### src/rtl/http_request_line_parser_unit_assert.svh
// Assertion macros used by the request line parser back end.
`ifndef HTTP_REQUEST_LINE_PARSER_UNIT_ASSERT_SVH
`define HTTP_REQUEST_LINE_PARSER_UNIT_ASSERT_SVH
// The consequent must hold at the same clock edge as the antecedent.
`define HRLP_ASSERT_NOW(label, ante, cons, msg) \
    label: assert property (@(posedge clk) disable iff (!rst_n) (ante) |-> (cons)) \
        else $error(msg);
// The consequent must hold at the clock edge after the antecedent.
`define HRLP_ASSERT_NEXT(label, ante, cons, msg) \
    label: assert property (@(posedge clk) disable iff (!rst_n) (ante) |=> (cons)) \
        else $error(msg);
`endif

### src/rtl/hrlp_pkg.sv
// Types, constants and helper functions of the request line parser.
`default_nettype none

package hrlp_pkg;

    localparam int MAX_LINE    = 4096;
    localparam int OFS_W       = 13;
    localparam int STATUS_W    = 3;
    localparam int QUEUE_DEPTH = 4;
    localparam int QPTR_W      = $clog2(QUEUE_DEPTH);
    localparam int CNT_W       = $clog2(QUEUE_DEPTH + 1);

    localparam logic [OFS_W-1:0] MAX_OFS = OFS_W'(MAX_LINE);

    localparam logic [7:0] CHAR_TAB   = 8'h09;
    localparam logic [7:0] CHAR_LF    = 8'h0A;
    localparam logic [7:0] CHAR_VT    = 8'h0B;
    localparam logic [7:0] CHAR_FF    = 8'h0C;
    localparam logic [7:0] CHAR_CR    = 8'h0D;
    localparam logic [7:0] CHAR_SPACE = 8'h20;

    typedef enum logic [3:0] {
        PH_SKIP,
        PH_METHOD,
        PH_WS1,
        PH_TARGET,
        PH_WS2,
        PH_VERSION,
        PH_WS3,
        PH_DONE,
        PH_BAD
    } phase_t;

    typedef enum logic [STATUS_W-1:0] {
        ST_VALID         = 3'd0,
        ST_EMPTY         = 3'd1,
        ST_AFTER_METHOD  = 3'd2,
        ST_AFTER_TARGET  = 3'd3,
        ST_AFTER_VERSION = 3'd4,
        ST_MISSING_LF    = 3'd5
    } status_t;

    typedef struct packed {
        logic ws;
        logic lf;
        logic crlf;
        logic eob;
    } byte_class_t;

    typedef struct packed {
        status_t          status;
        logic [OFS_W-1:0] method_start;
        logic [OFS_W-1:0] method_length;
        logic [OFS_W-1:0] target_start;
        logic [OFS_W-1:0] target_length;
        logic [OFS_W-1:0] version_start;
        logic [OFS_W-1:0] version_length;
        logic [OFS_W-1:0] line_end;
        logic             overflow;
    } result_t;

    function automatic logic [OFS_W-1:0] sat_inc(input logic [OFS_W-1:0] v);
        return (v < MAX_OFS) ? v + OFS_W'(1) : MAX_OFS;
    endfunction

endpackage

`default_nettype wire

### src/rtl/hrlp_if.sv
// Byte stream and result channel interfaces of the request line parser.
`default_nettype none

interface hrlp_byte_if;
    logic       valid;
    logic       ready;
    logic [7:0] data_byte;
    logic       end_of_buffer;

    modport source (output valid, output data_byte, output end_of_buffer, input ready);
    modport sink (input valid, input data_byte, input end_of_buffer, output ready);
endinterface

interface hrlp_result_if;
    import hrlp_pkg::*;

    logic                valid;
    logic                ready;
    logic [STATUS_W-1:0] status;
    logic [OFS_W-1:0]    method_start;
    logic [OFS_W-1:0]    method_length;
    logic [OFS_W-1:0]    target_start;
    logic [OFS_W-1:0]    target_length;
    logic [OFS_W-1:0]    version_start;
    logic [OFS_W-1:0]    version_length;
    logic [OFS_W-1:0]    line_end;
    logic                overflow;

    modport source (
        output valid, output status, output method_start, output method_length,
        output target_start, output target_length, output version_start,
        output version_length, output line_end, output overflow, input ready
    );
    modport sink (
        input valid, input status, input method_start, input method_length,
        input target_start, input target_length, input version_start,
        input version_length, input line_end, input overflow, output ready
    );
endinterface

`default_nettype wire

### src/rtl/hrlp_front.sv
// Front end: accepts raw bytes and classifies them for the tokenizer.
`default_nettype none

module hrlp_front (
    hrlp_byte_if.sink          stream,
    output logic               push_valid,
    input  logic               push_ready,
    output hrlp_pkg::byte_class_t push_entry
);
    import hrlp_pkg::*;

    logic [7:0] b;

    assign b            = stream.data_byte;
    assign stream.ready = push_ready;
    assign push_valid   = stream.valid;

    always_comb
    begin
        push_entry.ws   = (b == CHAR_SPACE) || (b == CHAR_TAB) || (b == CHAR_CR) ||
                          (b == CHAR_VT) || (b == CHAR_FF);
        push_entry.lf   = (b == CHAR_LF);
        push_entry.crlf = (b == CHAR_CR) || (b == CHAR_LF);
        push_entry.eob  = stream.end_of_buffer;
    end

endmodule

`default_nettype wire

### src/rtl/hrlp_queue.sv
// Short queue of classified bytes between the front end and the tokenizer.
`default_nettype none

module hrlp_queue (
    input  logic                  clk,
    input  logic                  rst_n,
    input  logic                  push_valid,
    output logic                  push_ready,
    input  hrlp_pkg::byte_class_t push_entry,
    output logic                  pop_valid,
    input  logic                  pop_ready,
    output hrlp_pkg::byte_class_t pop_entry
);
    import hrlp_pkg::*;

    byte_class_t       slot_reg [QUEUE_DEPTH];
    logic [QPTR_W-1:0] wr_ptr_reg;
    logic [QPTR_W-1:0] wr_ptr_next;
    logic [QPTR_W-1:0] rd_ptr_reg;
    logic [QPTR_W-1:0] rd_ptr_next;
    logic [CNT_W-1:0]  count_reg;
    logic [CNT_W-1:0]  count_next;
    logic              push;
    logic              pop;

    assign push_ready = (count_reg != CNT_W'(QUEUE_DEPTH));
    assign pop_valid  = (count_reg != '0);
    assign pop_entry  = slot_reg[rd_ptr_reg];
    assign push       = push_valid && push_ready;
    assign pop        = pop_valid && pop_ready;

    always_comb
    begin
        wr_ptr_next = push ? wr_ptr_reg + QPTR_W'(1) : wr_ptr_reg;
        rd_ptr_next = pop ? rd_ptr_reg + QPTR_W'(1) : rd_ptr_reg;
        case ({push, pop})
            2'b10:   count_next = count_reg + CNT_W'(1);
            2'b01:   count_next = count_reg - CNT_W'(1);
            default: count_next = count_reg;
        endcase
    end

    always_ff @(posedge clk or negedge rst_n)
    begin
        if (!rst_n)
        begin
            wr_ptr_reg <= '0;
            rd_ptr_reg <= '0;
            count_reg  <= '0;
        end
        else
        begin
            wr_ptr_reg <= wr_ptr_next;
            rd_ptr_reg <= rd_ptr_next;
            count_reg  <= count_next;
        end
    end

    always_ff @(posedge clk)
    begin
        if (push)
        begin
            slot_reg[wr_ptr_reg] <= push_entry;
        end
    end

endmodule

`default_nettype wire

### src/rtl/hrlp_back.sv
// Back end: tokenizer state machine and registered result output.
`default_nettype none
`include "http_request_line_parser_unit_assert.svh"

module hrlp_back (
    input  logic                  clk,
    input  logic                  rst_n,
    input  logic                  pop_valid,
    output logic                  pop_ready,
    input  hrlp_pkg::byte_class_t pop_entry,
    hrlp_result_if.source         result
);
    import hrlp_pkg::*;

    phase_t           phase_reg;
    phase_t           phase_next;
    logic [OFS_W-1:0] position_reg;
    logic [OFS_W-1:0] position_next;
    logic [OFS_W-1:0] method_begin_reg;
    logic [OFS_W-1:0] method_begin_next;
    logic [OFS_W-1:0] method_count_reg;
    logic [OFS_W-1:0] method_count_next;
    logic [OFS_W-1:0] target_begin_reg;
    logic [OFS_W-1:0] target_begin_next;
    logic [OFS_W-1:0] target_count_reg;
    logic [OFS_W-1:0] target_count_next;
    logic [OFS_W-1:0] version_begin_reg;
    logic [OFS_W-1:0] version_begin_next;
    logic [OFS_W-1:0] version_count_reg;
    logic [OFS_W-1:0] version_count_next;
    logic             saturated_reg;
    logic             saturated_next;
    logic             out_valid_reg;
    logic             out_valid_next;
    result_t          out_data_reg;
    result_t          out_data_next;
    logic             take;
    logic             sat;
    logic             hit_lf;
    logic             emit;

    function automatic status_t status_of(input phase_t ph);
        case (ph)
            PH_SKIP:               return ST_EMPTY;
            PH_METHOD, PH_WS1:     return ST_AFTER_METHOD;
            PH_TARGET, PH_WS2:     return ST_AFTER_TARGET;
            PH_VERSION, PH_WS3:    return ST_AFTER_VERSION;
            default:               return ST_MISSING_LF;
        endcase
    endfunction

    assign pop_ready = !out_valid_reg || result.ready;
    assign take      = pop_valid && pop_ready;

    always_comb
    begin
        phase_next         = phase_reg;
        position_next      = position_reg;
        method_begin_next  = method_begin_reg;
        method_count_next  = method_count_reg;
        target_begin_next  = target_begin_reg;
        target_count_next  = target_count_reg;
        version_begin_next = version_begin_reg;
        version_count_next = version_count_reg;
        saturated_next     = saturated_reg;
        out_valid_next     = out_valid_reg && !result.ready;
        out_data_next      = out_data_reg;
        sat                = saturated_reg || (position_reg >= MAX_OFS);
        hit_lf             = 1'b0;
        emit               = 1'b0;

        if (take)
        begin
            saturated_next = sat;
            case (phase_reg)
                PH_SKIP:
                begin
                    if (!pop_entry.crlf)
                    begin
                        method_begin_next = position_reg;
                        if (pop_entry.ws)
                        begin
                            phase_next = PH_WS1;
                        end
                        else
                        begin
                            method_count_next = OFS_W'(1);
                            phase_next        = PH_METHOD;
                        end
                    end
                end
                PH_METHOD:
                begin
                    if (pop_entry.ws)
                    begin
                        phase_next = PH_WS1;
                    end
                    else
                    begin
                        method_count_next = sat_inc(method_count_reg);
                    end
                end
                PH_WS1:
                begin
                    if (!pop_entry.ws)
                    begin
                        target_begin_next = position_reg;
                        target_count_next = OFS_W'(1);
                        phase_next        = PH_TARGET;
                    end
                end
                PH_TARGET:
                begin
                    if (pop_entry.ws)
                    begin
                        phase_next = PH_WS2;
                    end
                    else
                    begin
                        target_count_next = sat_inc(target_count_reg);
                    end
                end
                PH_WS2:
                begin
                    if (!pop_entry.ws)
                    begin
                        version_begin_next = position_reg;
                        version_count_next = OFS_W'(1);
                        phase_next         = PH_VERSION;
                    end
                end
                PH_VERSION:
                begin
                    if (pop_entry.ws)
                    begin
                        phase_next = PH_WS3;
                    end
                    else
                    begin
                        version_count_next = sat_inc(version_count_reg);
                    end
                end
                PH_WS3:
                begin
                    if (!pop_entry.ws)
                    begin
                        if (pop_entry.lf)
                        begin
                            hit_lf     = 1'b1;
                            phase_next = PH_DONE;
                        end
                        else
                        begin
                            phase_next = PH_BAD;
                        end
                    end
                end
                default:
                begin
                    phase_next = phase_reg;
                end
            endcase

            position_next = sat_inc(position_reg);
            emit = hit_lf || (pop_entry.eob && (phase_reg != PH_DONE));

            if (emit)
            begin
                out_valid_next               = 1'b1;
                out_data_next.status         = hit_lf ? ST_VALID : status_of(phase_next);
                out_data_next.method_start   = method_begin_next;
                out_data_next.method_length  = method_count_next;
                out_data_next.target_start   = target_begin_next;
                out_data_next.target_length  = target_count_next;
                out_data_next.version_start  = version_begin_next;
                out_data_next.version_length = version_count_next;
                out_data_next.line_end       = position_next;
                out_data_next.overflow       = sat;
            end

            if (pop_entry.eob)
            begin
                phase_next         = PH_SKIP;
                position_next      = '0;
                method_begin_next  = '0;
                method_count_next  = '0;
                target_begin_next  = '0;
                target_count_next  = '0;
                version_begin_next = '0;
                version_count_next = '0;
                saturated_next     = 1'b0;
            end
        end
    end

    always_ff @(posedge clk or negedge rst_n)
    begin
        if (!rst_n)
        begin
            phase_reg         <= PH_SKIP;
            position_reg      <= '0;
            method_begin_reg  <= '0;
            method_count_reg  <= '0;
            target_begin_reg  <= '0;
            target_count_reg  <= '0;
            version_begin_reg <= '0;
            version_count_reg <= '0;
            saturated_reg     <= 1'b0;
            out_valid_reg     <= 1'b0;
        end
        else
        begin
            phase_reg         <= phase_next;
            position_reg      <= position_next;
            method_begin_reg  <= method_begin_next;
            method_count_reg  <= method_count_next;
            target_begin_reg  <= target_begin_next;
            target_count_reg  <= target_count_next;
            version_begin_reg <= version_begin_next;
            version_count_reg <= version_count_next;
            saturated_reg     <= saturated_next;
            out_valid_reg     <= out_valid_next;
        end
    end

    always_ff @(posedge clk)
    begin
        out_data_reg <= out_data_next;
    end

    assign result.valid          = out_valid_reg;
    assign result.status         = out_data_reg.status;
    assign result.method_start   = out_data_reg.method_start;
    assign result.method_length  = out_data_reg.method_length;
    assign result.target_start   = out_data_reg.target_start;
    assign result.target_length  = out_data_reg.target_length;
    assign result.version_start  = out_data_reg.version_start;
    assign result.version_length = out_data_reg.version_length;
    assign result.line_end       = out_data_reg.line_end;
    assign result.overflow       = out_data_reg.overflow;

    `HRLP_ASSERT_NEXT(a_rearm_after_end, take && pop_entry.eob, (phase_reg == PH_SKIP) && (position_reg == '0), "state not rearmed after end of buffer")
    `HRLP_ASSERT_NOW(a_sat_position, saturated_reg, position_reg == MAX_OFS, "overflow flagged below the line limit")
    `HRLP_ASSERT_NOW(a_method_phase, method_count_reg != '0, phase_reg != PH_SKIP, "method bytes counted while still skipping")
    `HRLP_ASSERT_NOW(a_valid_line_end, out_valid_reg && (out_data_reg.status == ST_VALID), out_data_reg.line_end != '0, "valid line reported with zero line end")

endmodule

`default_nettype wire

### src/rtl/http_request_line_parser_unit.sv
// Top level of the HTTP request line parser: front end, byte queue and tokenizer.
// Throughput is one byte per clock while no result waits on the output; the tokenizer steps once per byte.
// With an empty queue the byte that ends a line goes into a queue slot, then the tokenizer and its output register.
// A result waiting on the output register stalls the tokenizer; the queue keeps taking input until it is full.
// Asynchronous active-low reset empties the queue and returns the tokenizer to skipping CR/LF.
`default_nettype none

module http_request_line_parser_unit (
    input  logic          clk,
    input  logic          rst_n,
    hrlp_byte_if.sink     stream,
    hrlp_result_if.source result
);
    import hrlp_pkg::*;

    logic        push_valid;
    logic        push_ready;
    byte_class_t push_entry;
    logic        pop_valid;
    logic        pop_ready;
    byte_class_t pop_entry;

    hrlp_front u_front (
        .stream     (stream),
        .push_valid (push_valid),
        .push_ready (push_ready),
        .push_entry (push_entry)
    );

    hrlp_queue u_queue (
        .clk        (clk),
        .rst_n      (rst_n),
        .push_valid (push_valid),
        .push_ready (push_ready),
        .push_entry (push_entry),
        .pop_valid  (pop_valid),
        .pop_ready  (pop_ready),
        .pop_entry  (pop_entry)
    );

    hrlp_back u_back (
        .clk       (clk),
        .rst_n     (rst_n),
        .pop_valid (pop_valid),
        .pop_ready (pop_ready),
        .pop_entry (pop_entry),
        .result    (result)
    );

endmodule

`default_nettype wire
### src/flat_wrapper.sv
// flat-port wrapper written by rule: the top's interface ports become plain ports
module http_request_line_parser_unit_flat import hrlp_pkg::*;
  (clk, rst_n, stream_valid, stream_data_byte, stream_end_of_buffer, stream_ready, result_valid, result_status, result_method_start, result_method_length, result_target_start, result_target_length, result_version_start, result_version_length, result_line_end, result_overflow, result_ready);
  hrlp_byte_if stream_i ();
  hrlp_result_if result_i ();
  input  logic clk;
  input  logic rst_n;
  input wire logic [$bits(stream_i.valid)-1:0] stream_valid;
  input wire logic [$bits(stream_i.data_byte)-1:0] stream_data_byte;
  input wire logic [$bits(stream_i.end_of_buffer)-1:0] stream_end_of_buffer;
  output wire logic [$bits(stream_i.ready)-1:0] stream_ready;
  output wire logic [$bits(result_i.valid)-1:0] result_valid;
  output wire logic [$bits(result_i.status)-1:0] result_status;
  output wire logic [$bits(result_i.method_start)-1:0] result_method_start;
  output wire logic [$bits(result_i.method_length)-1:0] result_method_length;
  output wire logic [$bits(result_i.target_start)-1:0] result_target_start;
  output wire logic [$bits(result_i.target_length)-1:0] result_target_length;
  output wire logic [$bits(result_i.version_start)-1:0] result_version_start;
  output wire logic [$bits(result_i.version_length)-1:0] result_version_length;
  output wire logic [$bits(result_i.line_end)-1:0] result_line_end;
  output wire logic [$bits(result_i.overflow)-1:0] result_overflow;
  input wire logic [$bits(result_i.ready)-1:0] result_ready;
  assign stream_i.valid = stream_valid;
  assign stream_i.data_byte = stream_data_byte;
  assign stream_i.end_of_buffer = stream_end_of_buffer;
  assign stream_ready = stream_i.ready;
  assign result_valid = result_i.valid;
  assign result_status = result_i.status;
  assign result_method_start = result_i.method_start;
  assign result_method_length = result_i.method_length;
  assign result_target_start = result_i.target_start;
  assign result_target_length = result_i.target_length;
  assign result_version_start = result_i.version_start;
  assign result_version_length = result_i.version_length;
  assign result_line_end = result_i.line_end;
  assign result_overflow = result_i.overflow;
  assign result_i.ready = result_ready;
  http_request_line_parser_unit u_core (.clk(clk), .rst_n(rst_n), .stream(stream_i), .result(result_i));
endmodule
### config.mk
export PLATFORM = sky130hd
export DESIGN_NAME = http_request_line_parser_unit_flat
export DESIGN_NICKNAME = d
export VERILOG_FILES = /design/src/rtl/hrlp_pkg.sv /design/src/rtl/hrlp_if.sv /design/src/rtl/hrlp_front.sv /design/src/rtl/hrlp_queue.sv /design/src/rtl/hrlp_back.sv /design/src/rtl/http_request_line_parser_unit.sv /design/src/flat_wrapper.sv
export VERILOG_INCLUDE_DIRS = /design/src /design/src/rtl
export SDC_FILE = /design/constraint.sdc
export NUM_CORES = 1
export LEC_CHECK = 0
export BUFFER_PORTS_ARGS = -buffer_cell sky130_fd_sc_hd__buf_4
export CAP_MARGIN = 0
export CORE_MARGIN = 3
export CORE_UTILIZATION = 50
export DETAILED_ROUTE_END_ITERATION = 10
export GPL_ROUTABILITY_DRIVEN = 1
export PLACE_DENSITY = 0.75
export SYNTH_ARGS = -nofsm -noshare
export SYNTH_HDL_FRONTEND = slang
export SYNTH_SLANG_ARGS = --single-unit
### constraint.sdc
create_clock -name clk -period 7.7 [get_ports clk]
set_input_delay 0.77 -clock clk [delete_from_list [all_inputs] [get_ports clk]]
set_output_delay 0.77 -clock clk [all_outputs]
set_load 0.005 [all_outputs]
==> metrics list <==
* Highest-delay cell along the critical path: sky130_fd_sc_hd__mux4_2
- On the worst path, the slowest cell contributes a delay of ~0.96 ns.
* TritonCTS buffer count: 23
- Power per unit of standard cell area: 371 mW/mm²
* Post-synth EDFFs: roughly 110
- Clock latency on the worst-skew pair, taken at its later pin, is 0.51 ns.
* Total of warnings raised by yosys: 0
- Routed via count divided by cell count: 5.84
* Clock slew seen by the registers of the worst setup and hold paths: 0.06 ns
- Per-instance average area after synthesis: ~12 µm²
* Total wirelength of the detailed-routed design: ~22,000 µm
* Routability congestion estimate: 0.896
- Counting instances in the post-synthesis netlist gives the leading cell types as sky130_fd_sc_hd__edfxtp_1, sky130_fd_sc_hd__dfrtp_1, sky130_fd_sc_hd__a22o_1.
- Net count of the finished layout: 934
* Number of buffers added for setup after CTS: 0
* Endpoint of the lowest-slack register-to-register path: u_core.u_back.result.status[0]
- Number of slew-limit violations in the final report: 0
* RSZ-0062 raised after global routing: false
* P&R area growth vs syn: 18.9%
* Peak supply drop: 0.240 mV
* Data arrival time of the worst path: around 4.2 ns
- Worst max-slew margin expressed relative to the limit: 32.7%
- Across the whole layout, storage elements account for a little under 0.006 mm².
- The post-route netlist has about a quarter of its cells at a drive strength greater than 1.
- The number of nets handed over by synthesis was ~840.
* Clock tree from TritonCTS: yes
- Worst Setup Path Type: reg2reg
- After filler insertion, the fill cell instance count of the layout stands at ~1.5k.
* Pre-CTS setup slack: 3.57 ns
- Counting distinct cell types in the post-synthesis netlist gives 70.
- The initial antenna violation count came to 0.
- The cell sitting at the root of the clock tree is a sky130_fd_sc_hd__clkbuf_16.
- Global-route usage over all layers: roughly 20%
- The floorplan step defined a core boundary enclosing ~0.019 mm².
* Endpoint type of the worst setup path: flop
- The worst path meets setup with between 3 and 4 ns of slack.
* Maximum capacitance violations: 0
- Final cell area excluding filler cells: around 0.012 mm²
- The flow ran to the end, and the final reports show no timing, DRC or antenna violations.
- Setup slack on the worst reg-to-reg path comes out at around 3.6 ns.
- Global-route wire length before repair: 35,200 µm
* Final Core Density: 61.8%
- In this run the horizontal extent of the chip is roughly 150 µm.
* Antenna Cells: 0
- For this run, the top clock speed supported by timing is 0.244 GHz.
- The clock drives between 200 and 250 sinks.
- After the first detailed-routing iteration, the DRC count stood at 617.
- Critical path's top delay family: multiplexers
* Hold Vio Cnt, Final: 0
- The total overflow left after global routing is 0.
- The number of global-route vias before repair came to between 6k and 7k.
- The worst path in the final design needs a cycle of roughly 4.1 ns, including I/O delays and setup.
- Final total negative setup slack: 0 ns
- After layout, the worst path uses a little over half of the clock period.
- Area after DPL: roughly 0.011 mm²
- From bottom edge to top edge, the die measures between 100 and 150 µm.
- Required time of the critical path: 7.83 ns
- Number of flip-flops under the largest register name: 16
* Area of combinational cells with multiple inputs: ~0.0038 mm²
* Leak: 0.00490 µW
* # IOs: between 100 and 150
- Detailed Place HPWL: 13,800 µm
* Flop and latch count out of synthesis: 215
* Critical Path Source Type: flop
- Most used standard cell by instance count after synthesis: sky130_fd_sc_hd__edfxtp_1
- In this run the worst setup path begins at u_core.u_queue.rd_ptr_reg[0].
- Synthesis produced between 800 and 900 cells.
- Buf+Inv Stages, Crit Path: 1
* Maximum buffer depth of the clock tree: 3
- The floorplan has 50 rows.
* Reg-to-reg startpoint: u_core.u_queue.rd_ptr_reg[0]
* Count of buffers inserted at the top-level ports: roughly 110
- The first TritonRoute pass finished after 5 iterations.
- Depth of the most critical reg-to-reg path: 4
* Ordered cell list for the critical path: mux4_2 > nand3b_1 > a221oi_4 > buf_4
* Sequential-to-total area share from yosys stat: around three fifths
- For this configuration, the core starts out at a cell density of 52.0%.
- DR DRC count: 0
- The clock arrives with 0.00910 ns of skew.
* Leading post-synthesis cells by cell area: sky130_fd_sc_hd__edfxtp_1, sky130_fd_sc_hd__dfrtp_1, sky130_fd_sc_hd__a22o_1
* Async set-or-reset flop fraction in the synthesized netlist: 48.4%
- Maximum fanout count along the critical path: approximately 80
* Tightest Hold Check Type: in2async
- For this run, the leading register cell type out of synthesis is sky130_fd_sc_hd__edfxtp_1.
- In the final routed layout, each cell accounts on average for around 18 µm.
* Number of cells upsized or downsized after cts: 0
* Transition at the pin with the smallest max-transition slack: a little over 1 ns
- Biggest area consumer among synthesized cells: sky130_fd_sc_hd__edfxtp_1
* H-tree depth reported by CTS: 1
- Setup violations remaining at the end of the flow were counted as 0.
- Final antenna-violating net count: 0
* Hold bufs inserted after CTS: 0
- Share of Yosys cell area claimed by the top area cell type: 33.5%
- Routed vias: around 6.9k
- Entering global routing, the biggest net connects 85 pins.
- Full die area: between 0.02 and 0.025 mm²
- The synthesized netlist occupies a cell area of between 0.009 and 0.01 mm².
## worst max-delay path by stage
stage	cells past startpoint	endpoint
2_1_floorplan	7	u_core.u_back.result.line_end[0]
3_3_place_gp	4	u_core.u_back.result.status[0]
3_5_place_dp	4	u_core.u_back.result.status[0]
4_1_cts	4	u_core.u_back.result.status[0]
5_1_grt	4	u_core.u_back.result.status[0]
6_report	4	u_core.u_back.result.status[0]
## cell type report
| type | instances | area share (%) |
|---|---|---|
| repair buffers | 118 | 7.49 |
| inverters | 15 | 0.476 |
| multi-input cells | 538 | 31.8 |
| flip-flops and latches | 215 | 50.2 |
| clock inverters | 14 | 2.03 |
| well taps | 260 | 2.75 |
| clock buffers | 28 | 5.20 |
## power by group
group          total (µW)  internal, µW  switching, µW
clock                1220           775            448
combinational        1390           528            865
sequential           1780          1610            171
total                4390          2910           1480
## kinds of logic (layout without fill, tap and decap cells)
group	count (synthesis)	after routing	share of synthesized area (%)
AOI/OAI and AO/OA	232	232	16.6
adders and majority gates	10	10	1.33
xor gates and xnor gates	18	18	1.58
muxes	51	51	5.94
buffers and inverters	68	175	2.84
and+or+nand+nor	227	227	12.1
DFF	215	215	59.7
## cell usage in the layout (no fill, tap or decap), types with 11 or more instances in the layout
master and n:
sky130_fd_sc_hd__nand3_1 25, sky130_fd_sc_hd__nor2_1 43, sky130_fd_sc_hd__o31ai_1 22, sky130_fd_sc_hd__buf_4 118, sky130_fd_sc_hd__and3_1 14, sky130_fd_sc_hd__dfrtp_1 104
sky130_fd_sc_hd__edfxtp_1 111, sky130_fd_sc_hd__inv_1 14, sky130_fd_sc_hd__o21ai_0 53, sky130_fd_sc_hd__mux2_2 42, sky130_fd_sc_hd__a21oi_1 26, sky130_fd_sc_hd__nand2b_1 11
sky130_fd_sc_hd__clkbuf_16 23, sky130_fd_sc_hd__nand2_1 66, sky130_fd_sc_hd__a22o_1 69
## stage by stage
stage                     hold WS [ns]  instances  power [µW]
after floorplan                  0.454        821        2580
after global placement           0.475       1146        3170
after detailed placement         0.476       1146        3200
after CTS                        0.316       1188        4430
after global routing             0.352       1188        4630
final                            0.292       1188        4390
## routing by layer
metal  GRT usage [%]  wire [µm]
met1            28.2       9950
met2            31.8      10200
met3            2.75       1130
met4            5.73        476
met5               0          0
Power figures use the tool's default switching activity.
